==> src/sv/rkfs_pkg.sv <==
`timescale 1ns / 1ps
`default_nettype none
// ----------------------------------------------------------------------------
// Rotary knob frequency setpoint package
// Phase codes, step kinds, register indexes and step constants.
// ----------------------------------------------------------------------------
package rkfs_pkg;

    localparam int FREQ_W   = 23;
    localparam int SETTLE_W = 24;
    localparam int CFG_IDX_W = 2;

    localparam int FREQ_BITS = 23;
    localparam logic [FREQ_W-1:0] START_FREQ = 23'd100000;

    localparam logic [FREQ_W:0] SAT_TOP = (FREQ_BITS >= FREQ_W)
        ? {1'b0, {FREQ_W{1'b1}}}
        : (FREQ_W+1)'((64'd1 << FREQ_BITS) - 64'd1);

    localparam logic [SETTLE_W-1:0] RST_SETTLE_TICKS = 24'd10000;
    localparam logic [FREQ_W-1:0]   RST_MIN_FREQ     = 23'd5000;
    localparam logic [FREQ_W-1:0]   RST_MAX_FREQ     = 23'd5000000;

    localparam logic [FREQ_W-1:0] STEP_SMALL = 23'd1000;
    localparam logic [FREQ_W-1:0] STEP_MID   = 23'd10000;
    localparam logic [FREQ_W-1:0] STEP_LARGE = 23'd100000;

    localparam logic [FREQ_W-1:0] DECADE_LOW  = 23'd10000;
    localparam logic [FREQ_W-1:0] DECADE_HIGH = 23'd100000;

    localparam logic [CFG_IDX_W-1:0] CFG_SETTLE_TICKS = 2'd0;
    localparam logic [CFG_IDX_W-1:0] CFG_MIN_FREQ     = 2'd1;
    localparam logic [CFG_IDX_W-1:0] CFG_MAX_FREQ     = 2'd2;

    typedef enum logic [2:0] {
        PH_IDLE,
        PH_SETTLE1,
        PH_RELEASE1,
        PH_SETTLE2,
        PH_RELEASE2,
        PH_PUSH_SETTLE,
        PH_PUSH_RELEASE
    } t_phase;

    typedef enum logic [1:0] {
        STEP_NONE,
        STEP_UP,
        STEP_DOWN
    } t_step_kind;

endpackage
`default_nettype wire

==> src/sv/rotary_knob_frequency_setpoint.sv <==
`timescale 1ns / 1ps
`default_nettype none
// ----------------------------------------------------------------------------
// Rotary knob frequency setpoint
// Decodes knob contact samples into frequency steps and toggles the leading
// channel flag on a push; one result item for every sample item.
// ----------------------------------------------------------------------------
//  channel  | handshake                 | payload
//  ---------+---------------------------+-------------------------------------
//  sample   | i_in_valid / o_in_ready   | i_contact_a, i_contact_b, i_push_button
//  result   | o_out_valid / i_out_ready | o_setpoint, o_b_leads, o_update,
//           |                           | o_step_kind
//  config   | i_cfg_we                  | i_cfg_idx, i_cfg_data
//
//  One item per cycle while the result channel is not stalled; the result appears in the cycle after acceptance.
//  The state update and the result register load on the same edge.
//  A held result stalls input only when i_out_ready is low.
//  Reset restores the register defaults and the idle phase; no clearing pass.
// ----------------------------------------------------------------------------
module rotary_knob_frequency_setpoint (
    input  wire logic        i_clk,
    input  wire logic        i_rst_n,
    input  wire logic        i_in_valid,
    output logic             o_in_ready,
    input  wire logic        i_contact_a,
    input  wire logic        i_contact_b,
    input  wire logic        i_push_button,
    output logic             o_out_valid,
    input  wire logic        i_out_ready,
    output logic [22:0]      o_setpoint,
    output logic             o_b_leads,
    output logic             o_update,
    output logic [1:0]       o_step_kind,
    input  wire logic        i_cfg_we,
    input  wire logic [1:0]  i_cfg_idx,
    input  wire logic [23:0] i_cfg_data
);

    rkfs_pkg::t_phase     r_phase, n_phase;
    logic                 r_a_fell, n_a_fell;
    logic                 r_b_fell, n_b_fell;
    logic [22:0]          r_freq, n_freq;
    logic                 r_lead, n_lead;
    logic [23:0]          r_wait, n_wait;
    logic [23:0]          r_settle;
    logic [22:0]          r_min, r_max;

    logic                 r_out_valid;
    logic [22:0]          r_setpoint;
    logic                 r_b_leads;
    logic                 r_update;
    rkfs_pkg::t_step_kind r_kind, n_kind;
    logic                 n_update;

    logic a_low, b_low, both_high, accept;
    logic latch_a, step_up, a_after, latch_b, step_down, push_act;
    logic settle_zero, settle_done, is_settle;
    logic [22:0] up_inc, dn_dec, up_val, dn_val;
    logic [23:0] up_sum;

    assign o_in_ready = !r_out_valid || i_out_ready;
    assign accept     = i_in_valid && o_in_ready;

    assign a_low     = !i_contact_a;
    assign b_low     = !i_contact_b;
    assign both_high = i_contact_a && i_contact_b;

    assign latch_a   = a_low && !r_b_fell && !r_a_fell;
    assign step_up   = a_low && r_b_fell && !r_a_fell;
    assign a_after   = r_a_fell || latch_a;
    assign latch_b   = !step_up && b_low && !a_after && !r_b_fell;
    assign step_down = !step_up && b_low && a_after && !r_b_fell;
    assign push_act  = !step_up && !step_down && i_push_button;

    assign settle_zero = (r_settle == '0);
    assign settle_done = (r_wait <= 24'd1);
    assign is_settle   = (r_phase == rkfs_pkg::PH_SETTLE1) ||
                         (r_phase == rkfs_pkg::PH_SETTLE2) ||
                         (r_phase == rkfs_pkg::PH_PUSH_SETTLE);

    // step up: decade step, wrap to the minimum at or above the maximum, saturate at the top
    always_comb begin
        if (r_freq < rkfs_pkg::DECADE_LOW) begin
            up_inc = rkfs_pkg::STEP_SMALL;
        end else if (r_freq < rkfs_pkg::DECADE_HIGH) begin
            up_inc = rkfs_pkg::STEP_MID;
        end else begin
            up_inc = rkfs_pkg::STEP_LARGE;
        end
        up_sum = {1'b0, r_freq} + {1'b0, up_inc};
        if (r_freq >= r_max) begin
            up_val = r_min;
        end else if (up_sum > rkfs_pkg::SAT_TOP) begin
            up_val = rkfs_pkg::SAT_TOP[22:0];
        end else begin
            up_val = up_sum[22:0];
        end
    end

    // step down: decade step, wrap to the maximum at or below the minimum, floor at zero
    always_comb begin
        if (r_freq <= rkfs_pkg::DECADE_LOW) begin
            dn_dec = rkfs_pkg::STEP_SMALL;
        end else if (r_freq <= rkfs_pkg::DECADE_HIGH) begin
            dn_dec = rkfs_pkg::STEP_MID;
        end else begin
            dn_dec = rkfs_pkg::STEP_LARGE;
        end
        if (r_freq <= r_min) begin
            dn_val = r_max;
        end else if (r_freq > dn_dec) begin
            dn_val = r_freq - dn_dec;
        end else begin
            dn_val = '0;
        end
    end

    // next phase
    always_comb begin
        n_phase = r_phase;
        case (r_phase)
            rkfs_pkg::PH_IDLE: begin
                if (step_up || step_down) begin
                    n_phase = settle_zero ? rkfs_pkg::PH_RELEASE1 : rkfs_pkg::PH_SETTLE1;
                end else if (push_act) begin
                    n_phase = settle_zero ? rkfs_pkg::PH_PUSH_RELEASE
                                          : rkfs_pkg::PH_PUSH_SETTLE;
                end
            end
            rkfs_pkg::PH_SETTLE1: begin
                if (settle_done) n_phase = rkfs_pkg::PH_RELEASE1;
            end
            rkfs_pkg::PH_SETTLE2: begin
                if (settle_done) n_phase = rkfs_pkg::PH_RELEASE2;
            end
            rkfs_pkg::PH_PUSH_SETTLE: begin
                if (settle_done) n_phase = rkfs_pkg::PH_PUSH_RELEASE;
            end
            rkfs_pkg::PH_RELEASE1: begin
                if (both_high) begin
                    n_phase = settle_zero ? rkfs_pkg::PH_RELEASE2 : rkfs_pkg::PH_SETTLE2;
                end
            end
            rkfs_pkg::PH_RELEASE2: begin
                if (both_high) n_phase = rkfs_pkg::PH_IDLE;
            end
            rkfs_pkg::PH_PUSH_RELEASE: begin
                if (!i_push_button) n_phase = rkfs_pkg::PH_IDLE;
            end
            default: n_phase = rkfs_pkg::PH_IDLE;
        endcase
    end

    // datapath and result
    always_comb begin
        n_a_fell = r_a_fell;
        n_b_fell = r_b_fell;
        n_freq   = r_freq;
        n_lead   = r_lead;
        n_wait   = r_wait;
        n_kind   = rkfs_pkg::STEP_NONE;
        n_update = 1'b0;
        if (r_phase == rkfs_pkg::PH_IDLE) begin
            n_a_fell = a_after;
            n_b_fell = r_b_fell || latch_b;
            if (step_up) begin
                n_freq = up_val;
                n_kind = rkfs_pkg::STEP_UP;
            end else if (step_down) begin
                n_freq = dn_val;
                n_kind = rkfs_pkg::STEP_DOWN;
            end
            if (step_up || step_down || push_act) begin
                n_update = 1'b1;
                n_wait   = r_settle;
            end
            if (push_act) begin
                n_lead = !r_lead;
            end
        end else if (is_settle) begin
            if (r_wait != '0) n_wait = r_wait - 24'd1;
        end else if (r_phase == rkfs_pkg::PH_RELEASE1) begin
            if (both_high) n_wait = r_settle;
        end else if (r_phase == rkfs_pkg::PH_RELEASE2) begin
            if (both_high) begin
                n_a_fell = 1'b0;
                n_b_fell = 1'b0;
            end
        end
    end

    always_ff @(posedge i_clk) begin
        if (!i_rst_n) begin
            r_phase     <= rkfs_pkg::PH_IDLE;
            r_a_fell    <= 1'b0;
            r_b_fell    <= 1'b0;
            r_freq      <= rkfs_pkg::START_FREQ;
            r_lead      <= 1'b0;
            r_wait      <= '0;
            r_settle    <= rkfs_pkg::RST_SETTLE_TICKS;
            r_min       <= rkfs_pkg::RST_MIN_FREQ;
            r_max       <= rkfs_pkg::RST_MAX_FREQ;
            r_out_valid <= 1'b0;
        end else begin
            if (i_cfg_we) begin
                case (i_cfg_idx)
                    rkfs_pkg::CFG_SETTLE_TICKS: r_settle <= i_cfg_data;
                    rkfs_pkg::CFG_MIN_FREQ:     r_min    <= i_cfg_data[22:0];
                    rkfs_pkg::CFG_MAX_FREQ:     r_max    <= i_cfg_data[22:0];
                    default: ;
                endcase
            end
            if (accept) begin
                r_phase  <= n_phase;
                r_a_fell <= n_a_fell;
                r_b_fell <= n_b_fell;
                r_freq   <= n_freq;
                r_lead   <= n_lead;
                r_wait   <= n_wait;
            end
            if (accept) begin
                r_out_valid <= 1'b1;
            end else if (i_out_ready) begin
                r_out_valid <= 1'b0;
            end
        end
    end

    always_ff @(posedge i_clk) begin
        if (accept) begin
            r_setpoint <= n_freq;
            r_b_leads  <= n_lead;
            r_update   <= n_update;
            r_kind     <= n_kind;
        end
    end

    assign o_out_valid = r_out_valid;
    assign o_setpoint  = r_setpoint;
    assign o_b_leads   = r_b_leads;
    assign o_update    = r_update;
    assign o_step_kind = r_kind;

    a_step_sets_update: assert property (@(posedge i_clk) disable iff (!i_rst_n)
        (r_out_valid && r_kind != rkfs_pkg::STEP_NONE) |-> r_update)
        else $error("step without update");

    a_step_enters_release_path: assert property (@(posedge i_clk) disable iff (!i_rst_n)
        (r_out_valid && r_kind != rkfs_pkg::STEP_NONE) |->
        (r_phase == rkfs_pkg::PH_SETTLE1 || r_phase == rkfs_pkg::PH_RELEASE1))
        else $error("step did not enter settle");

    a_push_enters_push_path: assert property (@(posedge i_clk) disable iff (!i_rst_n)
        (r_out_valid && r_update && r_kind == rkfs_pkg::STEP_NONE) |->
        (r_phase == rkfs_pkg::PH_PUSH_SETTLE || r_phase == rkfs_pkg::PH_PUSH_RELEASE))
        else $error("toggle did not enter push settle");

    a_latch_in_step_path: assert property (@(posedge i_clk) disable iff (!i_rst_n)
        (r_phase == rkfs_pkg::PH_SETTLE1 || r_phase == rkfs_pkg::PH_RELEASE1 ||
         r_phase == rkfs_pkg::PH_SETTLE2 || r_phase == rkfs_pkg::PH_RELEASE2) |->
        (r_a_fell && r_b_fell) || (r_a_fell != r_b_fell))
        else $error("no contact latch during release sequence");

endmodule
`default_nettype wire

==> config.mk <==
export PLATFORM = sky130hd
export DESIGN_NAME = rotary_knob_frequency_setpoint
export DESIGN_NICKNAME = d
export VERILOG_FILES = /design/src/sv/rkfs_pkg.sv /design/src/sv/rotary_knob_frequency_setpoint.sv
export SDC_FILE = /design/constraint.sdc
export NUM_CORES = 1
export LEC_CHECK = 0
export ABC_AREA = 0
export BUFFER_PORTS_ARGS = -buffer_cell sky130_fd_sc_hd__buf_2
export CORE_MARGIN = 2
export CORE_UTILIZATION = 25
export DETAILED_ROUTE_END_ITERATION = 10
export SKIP_CTS_REPAIR_TIMING = 1
export SKIP_LAST_GASP = 1
export SLEW_MARGIN = 0
export SYNTH_ARGS = -nofsm -noshare
export SYNTH_HDL_FRONTEND = slang
export SYNTH_SLANG_ARGS = --single-unit
export TNS_END_PERCENT = 20
==> constraint.sdc <==
create_clock -name i_clk -period 4.55 [get_ports i_clk]
set_input_delay 0.455 -clock i_clk [delete_from_list [all_inputs] [get_ports i_clk]]
set_output_delay 0.455 -clock i_clk [all_outputs]
set_load 0.02 [all_outputs]
==> summary.md <==
| Metric | Value |
|---|---|
| Area growth from synthesis to layout | `21.17%` |
| Kind of end point of the critical path | `flip-flop` |
| Avg WL per Cell | `17.76 um` |
| Overall die area | `41440 um2` |
| Port Buffers | `62` |
| CTS tree | `done` |
| Buffer type at the clock tree root | `clkbuf_16` |
| Reg2Reg Launch Point | `r_freq[17]$_SDFFE_PN0P_` |
| Synthesized netlist net count | `1395` |
| Clock H-tree levels | `4` |
| Buffers from clock root to sink, at most | `2` |
| Sum of negative setup slack | `0 ps` |
| Hold WS | `244.5 ps` |
| Post-Synthesis Cells | `between 1000 and 1500` |
| Crit path setup slack, layout | `91.54 ps` |
| # rows | `73` |
| Routed wire length | `34130 um` |
| Final critical path time including I/O delays and setup | `4458 ps` |
| Synth cell types | `83` |
| Number of antenna repair diodes | `0` |
| I/O pin cnt | `between 60 and 70` |
| Count of synthesis-stage warnings from yosys | `0` |
| Number of antenna violations at the first check in global routing | `0` |
| Post-Place Setup Slack | `-108.9 ps` |
| Count of nets after finishing | `1487` |
| DRC | `0` |
| Type of the tightest min-delay check | `primary input to flip-flop` |
| Max Slew Vio Count | `0` |
| Slew HR | `25.58%` |
| Kind of critical path | `flip-flop to flip-flop` |
| Fmax | `approximately 220 MHz` |
| Start point of the critical path | `r_freq[17]$_SDFFE_PN0P_` |
| Final antenna-violating net count | `0` |
| Predominant post-synthesis flop cell | `dfxtp_1` |
| Cell area after technology mapping | `9958 um2` |
| Post-route clock skew | `between 10 and 15 ps` |
| Fraction of registers with async set or reset after synthesis | `0%` |
| Placeable core area | `39550 um2` |
| Category of the worst setup path launch point | `flip-flop` |
| Result of the run | `finished, final reports clean` |
| Starting density of the core | `25.18%` |
| Vias per Instance | `5.246` |
| Worst Path Arrival | `roughly 5000 ps` |
| X dimension of the die | `203.6 um` |
| Area used by multi-input combinational logic | `6243 um2` |
| Number of storage elements in the synthesis netlist | `151` |
| Clock slew at the register clock pins of the worst setup and hold paths | `70 ps` |
| Clock latency on the worst-skew pair | `450 ps` |
| Total via count after detailed routing | `10080` |
| Grt ovf | `0` |
| Final Util | `between 30% and 40%` |
| Power density cells | `475.7 nW/um2` |
| Number of global-route vias before repair | `9381` |
| Share of layout cells above drive strength 1 | `18.25%` |
| Initial DRT Pass Iterations | `5` |
| Max Fanout on Critical Path | `4` |
| Total power after layout | `5.740 mW` |
| Register area | `3294 um2` |
| Worst-margin pin slew | `1116 ps` |
| Global-route wire length before repair | `approximately 53000 um` |
| Pin count of the biggest net entering global routing | `56` |
| Post-route fraction of the period consumed by the critical path | `roughly 98%` |
| Last weighted congestion value of the routability-driven placer | `0.8895` |
| RSZ-0062 raised after global routing | `true` |
| Sequential share of the synthesized area | `33.07%` |
| Die Y-Extent | `203.6 um` |
| Final hold violation count | `0` |
| Starting DRC count in detailed routing | `1004` |
| Start point of the worst hold path | `i_cfg_data[23]` |
| Required @ worst endpoint | `4950 ps` |
| Number of inserted filler cells in the final layout | `about 4200` |
| Final setup vio count | `0` |
| EDFF count, synth | `27` |
| Post-Syn Area per Cell | `7.702 um2` |
| Max-capacitance violation count | `0` |
| Number of buffers created by CTS | `17` |
| Total global-route track usage | `~16%` |
| Number of clock sinks | `between 150 and 200` |
| Total half-perimeter wirelength after legalization and detailed placement | `25770 um` |
| VDD IR-drop max | `0.0003058 V` |
| Leakage power | `4.712 nW` |
==> per-stage QoR <==
stage               std cells  instance area (um2)
floorplan                1293                 9982
global placement         1890                11310
detailed placement       1890                11310
CTS                      1921                11920
global route             1922                12070
finish                   1922                12070
==> kinds of logic after synthesis <==
| logic type | count (synthesis) | share of synthesized area [%] |
|---|---|---|
| AO/OA/AOI/OAI | 404 | 26.72 |
| XOR/XNOR | 24 | 2.111 |
| adder cells (fa/ha/maj) | 68 | 8.619 |
| buffers and inverters | 150 | 5.981 |
| flip-flops | 151 | 33.07 |
| multiplexers | 3 | 0.3141 |
| AND/OR/NAND/NOR | 493 | 23.18 |
==> metal layers <==
layer  track usage [%]  up-vias  part of all wire [%]
met5                 0        -                     0
met4             4.614        0                   2.1
met3             2.892       37                   7.5
met2             25.43      364                    45
met1             22.93     4805                    46
li1                  -     4876                     -
==> where the power goes <==
group	internal (mW)	switching [mW]	leakage, nW
clock network	0.856	0.647	0.299
logic	1.07	1.54	3.13
registers	1.51	0.117	1.28
==> synthesized netlist by cell type (13+ instances only) <==
master	n	area, um2
nand2_1	213	799.5
a21oi_1	141	705.7
dfxtp_1	124	2482
nor2_1	97	364.1
inv_1	69	259.0
clkbuf_1	68	255.2
ha_1	67	838.3
o21ai_0	61	305.3
nor3_1	37	185.2
edfxtp_1	27	810.8
nand3_1	24	120.1
a31oi_1	19	118.9
o211ai_1	19	142.6
nor4_1	18	112.6
o31ai_1	16	120.1
xnor2_1	16	140.1
a211oi_1	15	112.6
o21a_1	15	112.6
o221ai_1	14	122.6
or3_1	14	87.58
a21o_1	13	97.59
or2_2	13	81.33
==> cell type report <==
type                       count  share of cell area [%]
multi-input combinational    992                   51.74
sequential                   151                   27.30
timing repair buffer         152                   8.233
tap                          525                   5.444
clock buffer                  18                   3.733
inverter                      71                   2.250
clock inverter                13                   1.296
==> cells in the final DEF (no fill, tap or decap), drive strengths merged, types with 24 or more instances in the layout <==
cell type and n:
buf 152, nor2 97, dfxtp 124, nand3 24
edfxtp 27, nand2 213, a21oi 141, nor3 38
ha 67, inv 78, o21ai 64
==> final timing paths <==
kind | depth (start not counted) | slack [ps] | to
setup / recovery | 16 | 90 | r_freq[16]$_SDFFE_PN1P_
hold / removal | 3 | 240 | r_settle[23]$_SDFFE_PN0P_
setup reg to reg | 16 | 90 | r_freq[16]$_SDFFE_PN1P_
hold reg to reg | 2 | 470 | r_min[19]$_SDFFE_PN0P_
==> critical path, stage by stage (launching register included) <==
cell	delay (ps)
dfxtp_2	330
or4_4	540
or3_4	420
or3_4	360
nor2_4	90
a41o_1	220
inv_2	70
buf_4	140
ha_1	190
or4_1	530
o21a_1	250
a311oi_2	240
xor2_1	100
or4_1	410
a21oi_1	160
o31a_1	230
a21bo_2	150
==> state kept, by name (all words and copies together) (netlist names), 2 cells and up <==
signal       count
r_phase          3
r_settle        24
o_step_kind      2
r_max           23
r_freq          23
o_setpoint      23
r_wait          24
r_min           23
Note: power is estimated with default switching activity, not from simulation.
